### src/hdl/cldq_pkg.sv
`default_nettype none

package cldq_pkg;

   localparam int MODE_W   = 3;
   localparam int STATUS_W = 3;
   localparam int POS_W    = 5;
   localparam int DATA_W   = 32;

   localparam logic [MODE_W-1:0] MODE_INS_FRONT = 3'd0;
   localparam logic [MODE_W-1:0] MODE_INS_BACK  = 3'd1;
   localparam logic [MODE_W-1:0] MODE_DEL_FRONT = 3'd2;
   localparam logic [MODE_W-1:0] MODE_DEL_BACK  = 3'd3;
   localparam logic [MODE_W-1:0] MODE_SEARCH    = 3'd4;
   localparam logic [MODE_W-1:0] MODE_DISPLAY   = 3'd5;

   localparam logic [STATUS_W-1:0] STATUS_OK       = 3'd0;
   localparam logic [STATUS_W-1:0] STATUS_FULL     = 3'd1;
   localparam logic [STATUS_W-1:0] STATUS_EMPTY    = 3'd2;
   localparam logic [STATUS_W-1:0] STATUS_FOUND    = 3'd3;
   localparam logic [STATUS_W-1:0] STATUS_NOTFOUND = 3'd4;

   typedef struct packed {
      logic [STATUS_W-1:0]      status;
      logic [POS_W-1:0]         position;
      logic signed [DATA_W-1:0] entry_value;
      logic                     last_result;
   } res_type;

endpackage

`default_nettype wire

### src/hdl/cldq_store.sv
`default_nettype none

module cldq_store #(
   parameter int DEPTH  = 16,
   parameter int ADDR_W = 4
) (
   input  wire logic                              clock,
   input  wire logic                              wr_en,
   input  wire logic [ADDR_W-1:0]                 wr_addr,
   input  wire logic signed [cldq_pkg::DATA_W-1:0] wr_data,
   input  wire logic                              rd_en,
   input  wire logic [ADDR_W-1:0]                 rd_addr,
   output      logic signed [cldq_pkg::DATA_W-1:0] rd_data
);

   logic signed [cldq_pkg::DATA_W-1:0] mem [DEPTH];
   logic signed [cldq_pkg::DATA_W-1:0] rd_data_ff;

   always_ff @(posedge clock) begin
      if (wr_en) begin
         mem[wr_addr] <= wr_data;
      end
   end

   always_ff @(posedge clock) begin
      if (rd_en) begin
         rd_data_ff <= mem[rd_addr];
      end
   end

   assign rd_data = rd_data_ff;

endmodule

`default_nettype wire

### src/hdl/cldq_ctrl.sv
`default_nettype none

module cldq_ctrl #(
   parameter int CAPACITY = 16
) (
   input  wire logic                                clock,
   input  wire logic                                reset,
   input  wire logic                                req_valid,
   output      logic                                req_ready,
   input  wire logic [cldq_pkg::MODE_W-1:0]         req_mode,
   input  wire logic signed [cldq_pkg::DATA_W-1:0]  req_item_value,
   output      logic                                res_valid,
   input  wire logic                                res_take,
   output      cldq_pkg::res_type                   res,
   output      logic                                wr_en,
   output      logic [$clog2(CAPACITY)-1:0]         wr_addr,
   output      logic signed [cldq_pkg::DATA_W-1:0]  wr_data,
   output      logic                                rd_en,
   output      logic [$clog2(CAPACITY)-1:0]         rd_addr,
   input  wire logic signed [cldq_pkg::DATA_W-1:0]  rd_data
);

   localparam int IDX_W = $clog2(CAPACITY);
   localparam int CNT_W = $clog2(CAPACITY + 1);
   localparam int PW    = (CNT_W > cldq_pkg::POS_W) ? CNT_W : cldq_pkg::POS_W;
   localparam logic [IDX_W:0]   CAP_X   = (IDX_W + 1)'(CAPACITY);
   localparam logic [CNT_W-1:0] CAP_CNT = CNT_W'(CAPACITY);
   localparam logic [IDX_W-1:0] IDX_TOP = IDX_W'(CAPACITY - 1);

   localparam logic [1:0] ST_IDLE   = 2'd0;
   localparam logic [1:0] ST_SINGLE = 2'd1;
   localparam logic [1:0] ST_SCAN   = 2'd2;

   logic [1:0]                          state_ff, state_in;
   logic [IDX_W-1:0]                    front_ff, front_in;
   logic [CNT_W-1:0]                    count_ff, count_in;
   logic [IDX_W-1:0]                    k_ff, k_in;
   logic                                search_ff, search_in;
   logic signed [cldq_pkg::DATA_W-1:0]  value_ff, value_in;
   logic [cldq_pkg::STATUS_W-1:0]       status_ff, status_in;

   logic             accept;
   logic             full;
   logic             empty;
   logic             last;
   logic             match;
   logic [IDX_W-1:0] front_dec;
   logic [IDX_W-1:0] k_next;
   logic [PW-1:0]    pos_wide;

   function automatic logic [IDX_W-1:0] ring_add(input logic [IDX_W-1:0] base,
                                                 input logic [IDX_W-1:0] off);
      logic [IDX_W:0] sum;
      sum = {1'b0, base} + {1'b0, off};
      if (sum >= CAP_X) begin
         sum = sum - CAP_X;
      end
      return sum[IDX_W-1:0];
   endfunction

   assign req_ready = (state_ff == ST_IDLE);
   assign accept    = req_valid && req_ready;
   assign full      = (count_ff == CAP_CNT);
   assign empty     = (count_ff == '0);
   assign last      = ((CNT_W'(k_ff) + CNT_W'(1)) == count_ff);
   assign match     = (rd_data == value_ff);
   assign front_dec = (front_ff == '0) ? IDX_TOP : (front_ff - IDX_W'(1));
   assign k_next    = k_ff + IDX_W'(1);
   assign pos_wide  = PW'(k_ff) + PW'(1);
   assign wr_data   = req_item_value;

   always_comb begin
      state_in   = state_ff;
      front_in   = front_ff;
      count_in   = count_ff;
      k_in       = k_ff;
      search_in  = search_ff;
      value_in   = value_ff;
      status_in  = status_ff;
      res_valid  = 1'b0;
      res.status      = status_ff;
      res.position    = '0;
      res.entry_value = '0;
      res.last_result = 1'b1;
      wr_en      = 1'b0;
      wr_addr    = front_dec;
      rd_en      = 1'b0;
      rd_addr    = ring_add(front_ff, k_next);

      unique case (state_ff)
         ST_IDLE: begin
            if (accept) begin
               value_in  = req_item_value;
               search_in = (req_mode == cldq_pkg::MODE_SEARCH);
               unique case (req_mode)
                  cldq_pkg::MODE_INS_FRONT: begin
                     state_in = ST_SINGLE;
                     if (full) begin
                        status_in = cldq_pkg::STATUS_FULL;
                     end else begin
                        status_in = cldq_pkg::STATUS_OK;
                        wr_en     = 1'b1;
                        wr_addr   = front_dec;
                        front_in  = front_dec;
                        count_in  = count_ff + CNT_W'(1);
                     end
                  end
                  cldq_pkg::MODE_INS_BACK: begin
                     state_in = ST_SINGLE;
                     if (full) begin
                        status_in = cldq_pkg::STATUS_FULL;
                     end else begin
                        status_in = cldq_pkg::STATUS_OK;
                        wr_en     = 1'b1;
                        wr_addr   = ring_add(front_ff, count_ff[IDX_W-1:0]);
                        count_in  = count_ff + CNT_W'(1);
                     end
                  end
                  cldq_pkg::MODE_DEL_FRONT, cldq_pkg::MODE_DEL_BACK: begin
                     state_in = ST_SINGLE;
                     if (empty) begin
                        status_in = cldq_pkg::STATUS_EMPTY;
                     end else begin
                        status_in = cldq_pkg::STATUS_OK;
                        count_in  = count_ff - CNT_W'(1);
                        if (count_ff == CNT_W'(1)) begin
                           front_in = '0;
                        end else if (req_mode == cldq_pkg::MODE_DEL_FRONT) begin
                           front_in = ring_add(front_ff, IDX_W'(1));
                        end
                     end
                  end
                  cldq_pkg::MODE_SEARCH, cldq_pkg::MODE_DISPLAY: begin
                     if (empty) begin
                        status_in = cldq_pkg::STATUS_EMPTY;
                        state_in  = ST_SINGLE;
                     end else begin
                        k_in     = '0;
                        rd_en    = 1'b1;
                        rd_addr  = front_ff;
                        state_in = ST_SCAN;
                     end
                  end
                  default: begin
                  end
               endcase
            end
         end
         ST_SINGLE: begin
            res_valid = 1'b1;
            if (res_take) begin
               state_in = ST_IDLE;
            end
         end
         ST_SCAN: begin
            if (search_ff) begin
               if (match) begin
                  res_valid    = 1'b1;
                  res.status   = cldq_pkg::STATUS_FOUND;
                  res.position = pos_wide[cldq_pkg::POS_W-1:0];
                  if (res_take) begin
                     state_in = ST_IDLE;
                  end
               end else if (last) begin
                  res_valid  = 1'b1;
                  res.status = cldq_pkg::STATUS_NOTFOUND;
                  if (res_take) begin
                     state_in = ST_IDLE;
                  end
               end else begin
                  k_in  = k_next;
                  rd_en = 1'b1;
               end
            end else begin
               res_valid       = 1'b1;
               res.status      = cldq_pkg::STATUS_OK;
               res.entry_value = rd_data;
               res.last_result = last;
               if (res_take) begin
                  if (last) begin
                     state_in = ST_IDLE;
                  end else begin
                     k_in  = k_next;
                     rd_en = 1'b1;
                  end
               end
            end
         end
         default: begin
            state_in = ST_IDLE;
         end
      endcase
   end

   always_ff @(posedge clock) begin
      if (reset) begin
         state_ff <= ST_IDLE;
         front_ff <= '0;
         count_ff <= '0;
      end else begin
         state_ff <= state_in;
         front_ff <= front_in;
         count_ff <= count_in;
      end
   end

   always_ff @(posedge clock) begin
      k_ff      <= k_in;
      search_ff <= search_in;
      value_ff  <= value_in;
      status_ff <= status_in;
   end

endmodule

`default_nettype wire

### src/hdl/circular_list_deque_search_top.sv
`default_nettype none

// Channel   Direction  Handshake              Payload
// req_      in         req_valid / req_ready  mode, item_value
// rsp_      out        rsp_valid / rsp_ready  status, position, entry_value, last_result
//
// Insert and delete hold their one result word until the output register is free to take it.
// Search reads entries in order from the front until a match or the last entry, and display
// gives one word per cycle while rsp_ready takes each; the store's single read port sets this.
// A new request can be taken as soon as the last word of an item is in the output register.
// Reset clears the front index and the entry count; the store contents are not cleared.
// While the output register holds an untaken word, the scan holds any word or result it has ready.

module circular_list_deque_search_top #(
   parameter int CAPACITY = 16
) (
   input  wire logic                                clock,
   input  wire logic                                reset,
   input  wire logic                                req_valid,
   output      logic                                req_ready,
   input  wire logic [cldq_pkg::MODE_W-1:0]         req_mode,
   input  wire logic signed [cldq_pkg::DATA_W-1:0]  req_item_value,
   output      logic                                rsp_valid,
   input  wire logic                                rsp_ready,
   output      logic [cldq_pkg::STATUS_W-1:0]       rsp_status,
   output      logic [cldq_pkg::POS_W-1:0]          rsp_position,
   output      logic signed [cldq_pkg::DATA_W-1:0]  rsp_entry_value,
   output      logic                                rsp_last_result
);

   localparam int IDX_W = $clog2(CAPACITY);

   logic                               res_valid;
   logic                               res_take;
   cldq_pkg::res_type                  res;
   logic                               wr_en;
   logic [IDX_W-1:0]                   wr_addr;
   logic signed [cldq_pkg::DATA_W-1:0] wr_data;
   logic                               rd_en;
   logic [IDX_W-1:0]                   rd_addr;
   logic signed [cldq_pkg::DATA_W-1:0] rd_data;

   logic              rsp_valid_ff, rsp_valid_in;
   cldq_pkg::res_type rsp_data_ff;

   cldq_ctrl #(
      .CAPACITY(CAPACITY)
   ) u_ctrl (
      .clock         (clock),
      .reset         (reset),
      .req_valid     (req_valid),
      .req_ready     (req_ready),
      .req_mode      (req_mode),
      .req_item_value(req_item_value),
      .res_valid     (res_valid),
      .res_take      (res_take),
      .res           (res),
      .wr_en         (wr_en),
      .wr_addr       (wr_addr),
      .wr_data       (wr_data),
      .rd_en         (rd_en),
      .rd_addr       (rd_addr),
      .rd_data       (rd_data)
   );

   cldq_store #(
      .DEPTH (CAPACITY),
      .ADDR_W(IDX_W)
   ) u_store (
      .clock  (clock),
      .wr_en  (wr_en),
      .wr_addr(wr_addr),
      .wr_data(wr_data),
      .rd_en  (rd_en),
      .rd_addr(rd_addr),
      .rd_data(rd_data)
   );

   assign res_take = res_valid && (!rsp_valid_ff || rsp_ready);

   always_comb begin
      if (res_take) begin
         rsp_valid_in = 1'b1;
      end else if (rsp_ready) begin
         rsp_valid_in = 1'b0;
      end else begin
         rsp_valid_in = rsp_valid_ff;
      end
   end

   always_ff @(posedge clock) begin
      if (reset) begin
         rsp_valid_ff <= 1'b0;
      end else begin
         rsp_valid_ff <= rsp_valid_in;
      end
   end

   always_ff @(posedge clock) begin
      if (res_take) begin
         rsp_data_ff <= res;
      end
   end

   assign rsp_valid       = rsp_valid_ff;
   assign rsp_status      = rsp_data_ff.status;
   assign rsp_position    = rsp_data_ff.position;
   assign rsp_entry_value = rsp_data_ff.entry_value;
   assign rsp_last_result = rsp_data_ff.last_result;

endmodule

`default_nettype wire
### config.mk
export PLATFORM = sky130hd
export DESIGN_NAME = circular_list_deque_search_top
export DESIGN_NICKNAME = d
export VERILOG_FILES = /design/src/hdl/cldq_pkg.sv /design/src/hdl/cldq_store.sv /design/src/hdl/cldq_ctrl.sv /design/src/hdl/circular_list_deque_search_top.sv
export SDC_FILE = /design/constraint.sdc
export NUM_CORES = 1
export LEC_CHECK = 0
export BUFFER_PORTS_ARGS = -buffer_cell sky130_fd_sc_hd__buf_2
export CORE_ASPECT_RATIO = 1.75
export CORE_UTILIZATION = 40
export DETAILED_ROUTE_END_ITERATION = 12
export PLACE_DENSITY = 0.63
export RECOVER_POWER = 50
export SKIP_CTS_REPAIR_TIMING = 1
export SYNTH_ARGS = -nofsm -noshare
export SYNTH_HDL_FRONTEND = slang
export SYNTH_SLANG_ARGS = --single-unit
### constraint.sdc
create_clock -name clock -period 8.97 [get_ports clock]
set_input_delay 1.794 -clock clock [delete_from_list [all_inputs] [get_ports clock]]
set_output_delay 1.794 -clock clock [all_outputs]
set_load 0.02 [all_outputs]
### Word-level counts from Yosys, hierarchy flattened

Memory sizes are Yosys's and may differ from the RTL's. A register that Yosys moved wholly into a read port is not among the register bits.
Index checks and enable logic that the tools add are counted.

* register bits after elaboration: 93
* memory bits (writable): 512
* bits of input ports: 39
* output and inout bits: 43
* logic and storage cells: 146
* memories kept: 1

Memory list
* u_store.mem: depth 16, bits a word 32, read ports 1, clocked after Yosys merged registers in 1, write ports 1, RTL line cldq_store.sv:16 `logic signed [cldq_pkg::DATA_W-1:0] mem [DEPTH];`

* add/sub/neg operators: 11
* $lt $le $gt $ge: 3
* equality and inequality tests: 24
* multiplexer cells: 69
* bitwise logic cells: 1
* reduce and logical (&&, ||, !) cells: 25

Operator list (count)
* 4-bit 2-to-1 mux: 23
* 41-bit 2-to-1 mux: 1
* 33-bit 2-to-1 mux: 1
* 32-bit == test: 1
* 5-bit 2-to-1 mux: 4
* 1-bit 2-to-1 mux: 19
* 2-bit 2-to-1 mux: 9
* 4-bit case mux with 2 select lines: 2
* 4-bit by 1-bit subtractor with 4-bit output (second input constant): 4
* 5-bit >= comparator (second input constant): 3
* 3-bit 2-to-1 mux: 4
* 2-bit inequality test (second input constant): 6
* 6-bit AND reduction: 2
* 4-bit by 1-bit adder with 5-bit output (second input constant): 2
* 4-bit by 4-bit adder with 5-bit output: 2
* 5-bit case mux with 2 select lines: 1
* 5-bit AND reduction: 2
* 3-bit by 1-bit inequality test with 1-bit output (second input constant): 3
* 3-bit case mux with 3 select lines: 1
* 2-bit nonzero test: 4
* 2-bit OR reduction: 4
* 3-bit by 2-bit == test with 1-bit output (second input constant): 2
* 3-bit == test (second input constant): 2
* 3-bit inequality test (second input constant): 2
* other kinds (27): 29

### Depth between registers and ports, before layout

* depth in word-level cells: 12
* mapped depth: 13

### Hierarchy

From an unflattened synthesis, not the netlist that was laid out.

* cells, all modules: 1244
* area total of the unflattened synthesis: 24952.7 sq um

By module, submodules not included
* cldq_store: instances 1, cells an instance 838, area an instance 20155.6 sq um, seq. area each 16335.7 sq um
* cldq_ctrl: instances 1, cells an instance 360, area an instance 3510.9 sq um, seq. area each 1391.3 sq um
* circular_list_deque_search_top: instances 1, cells an instance 46, area an instance 1286.2 sq um, seq. area each 1251.2 sq um

### Worst setup path after synthesis

OpenSTA, ideal clock, no wires.

* path type: input -> register
* start point: input port req_mode[1] (netlist name)
* end point: memory u_store.mem[11][0] (netlist name) (enable)
* library setup time: 0.421 ns
* arrival time: 4.569 ns
* required time: 8.549 ns
* slack: 3.980 ns
* stages on the path: 6
* cells stage by stage: buf_2 -> nor4b_1 -> nand2_1 -> mux2i_1 -> or2_2 -> nor2_1

* longest elaborated chain between the ends: 7

RTL lines
* from (decl): RTL line circular_list_deque_search_top.sv:21 `input wire logic [cldq_pkg::MODE_W-1:0] req_mode,`
* 3-bit by 1-bit == test with 1-bit output or 3-bit logical NOT (tied branches): RTL line cldq_ctrl.sv:95 `unique case (req_mode)`
* 2-bit OR reduction (no line)
* 1-bit 2-to-1 mux
* 1-bit 2-to-1 mux: RTL line cldq_ctrl.sv:92 `if (accept) begin`
* 1-bit 2-to-1 mux: RTL line cldq_ctrl.sv:90 `unique case (state_ff)`
* 1-bit 2-to-1 mux: RTL line cldq_store.sv:20 `if (wr_en) begin`
* 1-bit 2-to-1 mux (implied by the code): RTL line cldq_store.sv:21 `mem[wr_addr] <= wr_data;`
* to (decl): RTL line cldq_store.sv:16

Parallel ways exist; a longest one is shown, timed or not.

### Worst setup path in the final report

* start point: input port req_mode[1] (netlist name)
* end point: register u_store.rd_data_ff (netlist bit u_store.rd_data[6]) (read register of u_store.mem) (data pin)

* longest elaborated chain between the ends: 5

RTL lines
* 3-bit == test: RTL line cldq_ctrl.sv:95
* 2-bit OR reduction (*): RTL line cldq_ctrl.sv:95
* 1-bit 2-to-1 mux or 4-bit 2-to-1 mux (tied branches): RTL line cldq_ctrl.sv:95
* 1-bit 2-to-1 mux or 4-bit 2-to-1 mux (tied branches): RTL line cldq_ctrl.sv:92
* 1-bit case mux with 2 select lines or 4-bit 2-to-1 mux (tied branches): RTL line cldq_ctrl.sv:90
* to (decl): RTL line cldq_store.sv:17 `logic signed [cldq_pkg::DATA_W-1:0] rd_data_ff;`

Mark *: on every way between the ends. The rest lies on a longest branch, timed or not.
A chain may end at the register's enable or synchronous reset.

==> impl_results.md <==
* WP data arrival at 5.25 ns
* Sequential share of the synthesized area at 0.7399
* Post-route ant nets at 0
* Area growth syn-to-layout at 12.11%
* Crit-path leading delay family: multiplexers
* Final Non-Filler Cells at 2699
* Fin nets at between 1500 and 2000
* Failing checks: DRC, capacitance limit, slew limit
* Post-layout min period at roughly 5 ns
* Grt total ovfl at 0
* Post-synth top area share at 0.7305
* Crit share post-route at 0.5494
* GR Util met2 at 0.3787
* Ys async rst share at 0
* Pwr dens at 238.0 nW/um^2
* Multi-input logic area at 6345 um^2
* Outcome: complete, but fails checks
* Max Freq at 0.2029 GHz
* Num ports at 82
* Worst-Skew Late Latency at just over 0.6 ns
* Max IR drop VDD at 0.1685 mV
* CP bufs+invs at 2
* Slowest stage cell, crit path: mux2_8
* Core ar. at 63350 um^2
* CTS tree: built
* Synth Area in XOR/XNOR at 0.01707
* RSZ-0062 raised after global routing: no
* Mapped Area at 25650 um^2
* Hold Crit Start: rsp_valid$_SDFFE_PP0P_
* Final TNS setup at 0 ns
* Largest family of logic cells by synthesized area: simple AND/OR/NAND/NOR gates
* Fin. Hold Viols at 0
* CP peak stage delay at roughly 0.80 ns
* Crit-path cells: clkbuf_1 -> nand2b_4 -> or3_1 -> mux2_8 -> buf_4 -> mux2i_1 -> mux2i_1 -> a32oi_1 -> o31ai_1
* Die Width at 193.4 um
* Pre-antenna DRT Iters at 11
* Initial core utilization at 0.4049
* # H-tree levels at 2
* Post-synthesis adder-cell area fraction at 0.009853
* First-pass GRT wire length at between 90000 and 100000 um
* Synthesized netlist cell count at 1768
* Fraction of the mapped netlist area in compound gates at 0.05166
* Ys flop type: edfxtp_1
* LEAKAGE at approximately 10 nW
* Synth Warn # at 0
* Worst Skew at ~0.027 ns
* Dpl cells at 2598
* Initial antenna violation count at 5
* All-Layer GR Usage at 0.2011
* # setup viols final at 0
* Req. time, crit path at 9.29 ns
* Max Slew Vio Count at 34
* Max cap viols at 1
* Root Buffer Master: clkbuf_16
* Slew headroom at -0.7973
* Vias in the first global route at 15019
* EDFF count, synth at roughly 620
* Worst-margin pin slew at between 2 and 3 ns
* Post-route worst setup slack at 4.042 ns
* Global route hottest layer: met2
* Final core occ at 0.4540
* Synth area leader: edfxtp_1
* Met1 usage at 0.2161
* Critical path class: in2reg
* CTS Buffer Depth at 3
* Die area at 65180 um^2
* Post-Route WL at approximately 66000 um
* Syn Nets at 1826
* Most frequent cells in the layout: edfxtp_1, nand2_1, nor2_1
* CP dominant cell by count: mux2i_1
* Post-synthesis mux area share at 0.05263
* Input/output buffers at just over 80
* Pwr Total at between 0.006 and 0.007 W
* Detailed Place HPWL at 37920 um
* Hold Path Class: reg2reg
* Die Y at roughly 340 um
* Layout cells sized above 1 at 0.1074
* DR vias at approximately 15000
* Final GP Congestion at approximately 0.8
* Commonest non-fill, non-tap cell in the layout: edfxtp_1
* DRC at 6
* GR Util met3 at 0.02341
* CTS buffer count at 54
* Largest net degree at the start of global routing at just under 80
* CTS clk-pin slew, worst paths at ~0.07 ns
* Worst Setup SP: req_mode[1]
* R2R Path Start: u_ctrl.count_ff[0]$_SDFFE_PP0P_
* FILL cells at about 5400
* Crit. End Element: flop
* Synth area leaders: edfxtp_1, nand2_1, mux2i_1
* Synth cell types at 63
* Std-Cell Rows at approximately 120
* Placement Setup Slack at 3.526 ns
* Via-to-Cell Ratio at between 5 and 6
* Max Fanout on Critical Path at 76
* Register bit total from synthesis at roughly 640
* Iteration-0 DRC count of the detailed router at 1381
* Crit path launch type: primary input
* Total area of sequential cells at ~19000 um^2
* CTS sink cnt at around 640
* Post-DR wirelength/cell at approximately 24 um
* Syn Area/Cell at roughly 15 um^2
* Synth Area in Simple Gates at 0.1083
==> cell families (layout without fill, tap and decap cells) <==
group	count (synthesis)	count (layout)
fa+ha+maj	19	19
simple gates	639	639
mux	130	130
flops	636	636
other cells	0	2
xor+xnor	50	50
buf+inv	110	233
compound gates	184	184
==> Yosys cell counts (all sizes together) (2+ instances only) <==
library cell / instances
edfxtp: 624
nand2: 306
nor2: 160
mux2i: 100
nand3: 76
buf: 55
o22ai: 52
xnor2: 45
and3: 43
clkbuf: 39
a32oi: 31
mux2: 30
a21oi: 20
o31ai: 20
ha: 17
a211oi: 16
inv: 16
and2: 13
dfxtp: 12
nand4: 11
o21ai: 11
o41ai: 11
nand2b: 5
xor2: 5
or3: 4
a21o: 3
nand3b: 3
nor2b: 3
nor3: 3
nor4b: 3
o2bb2ai: 3
o32ai: 3
a21boi: 2
a31o: 2
a31oi: 2
fa: 2
nor4: 2
or3b: 2
or4b: 2
==> worst min-delay path, delay by kind of cell, from the launching register on <==
family	cells	cell delay, ns
flip-flops	1	0.31
AND/OR/NAND/NOR	1	0.12
AO/OA/AOI/OAI	1	0.08
==> final timing paths <==
check                                               endpoint  cells after the start  slack, ns
worst max-delay path            u_store.rd_data[6]$_DFFE_PP_                      9       4.04
worst min-delay path                  rsp_valid$_SDFFE_PP0P_                      2       0.56
worst min register to register        rsp_valid$_SDFFE_PP0P_                      2       0.56
worst max register to register  u_store.rd_data[6]$_DFFE_PP_                     10       4.51
==> state kept, by name, summed over array words and instances, names as in the netlist, 3 cells and up <==
register	flops
rsp_status	3
u_ctrl.front_ff	4
u_ctrl.value_ff	32
u_store.mem	512
u_ctrl.count_ff	5
u_ctrl.k_ff	4
rsp_position	5
u_store.rd_data	32
rsp_entry_value	32
==> power breakdown <==
part           internal [W]  switching (W)  leakage (nW)
clock network       0.00131        0.00104         0.846
logic              0.000335       0.000726          3.26
registers           0.00338      0.0000505          5.76
==> layout make-up <==
| cell class | count | share of cell area |
|---|---|---|
| well taps | 806 | 0.03507 |
| clock buffers | 67 | 0.04869 |
| multi-input cells | 1022 | 0.2206 |
| diodes | 2 | 0.0001740 |
| flip-flops and latches | 636 | 0.6599 |
| repair buffers | 118 | 0.02145 |
| inverters | 16 | 0.002088 |
| clock inverters | 32 | 0.01196 |
==> layer usage <==
metal | vias up | wire [um]
li1 | 6756 | -
met1 | 7550 | 23150
met2 | 571 | 35310
met3 | 180 | 3565
met4 | 2 | 4059
met5 | - | 13
==> through the flow <==
stage	cell area (um^2)	hold slack, ns
after floorplan	25650	0.5211
after global placement	27070	0.5244
after detailed placement	27070	0.5491
after CTS	28820	0.5635
after global routing	28760	0.5811
final	28760	0.5625
No activity file was read; power rests on OpenSTA's default activity.
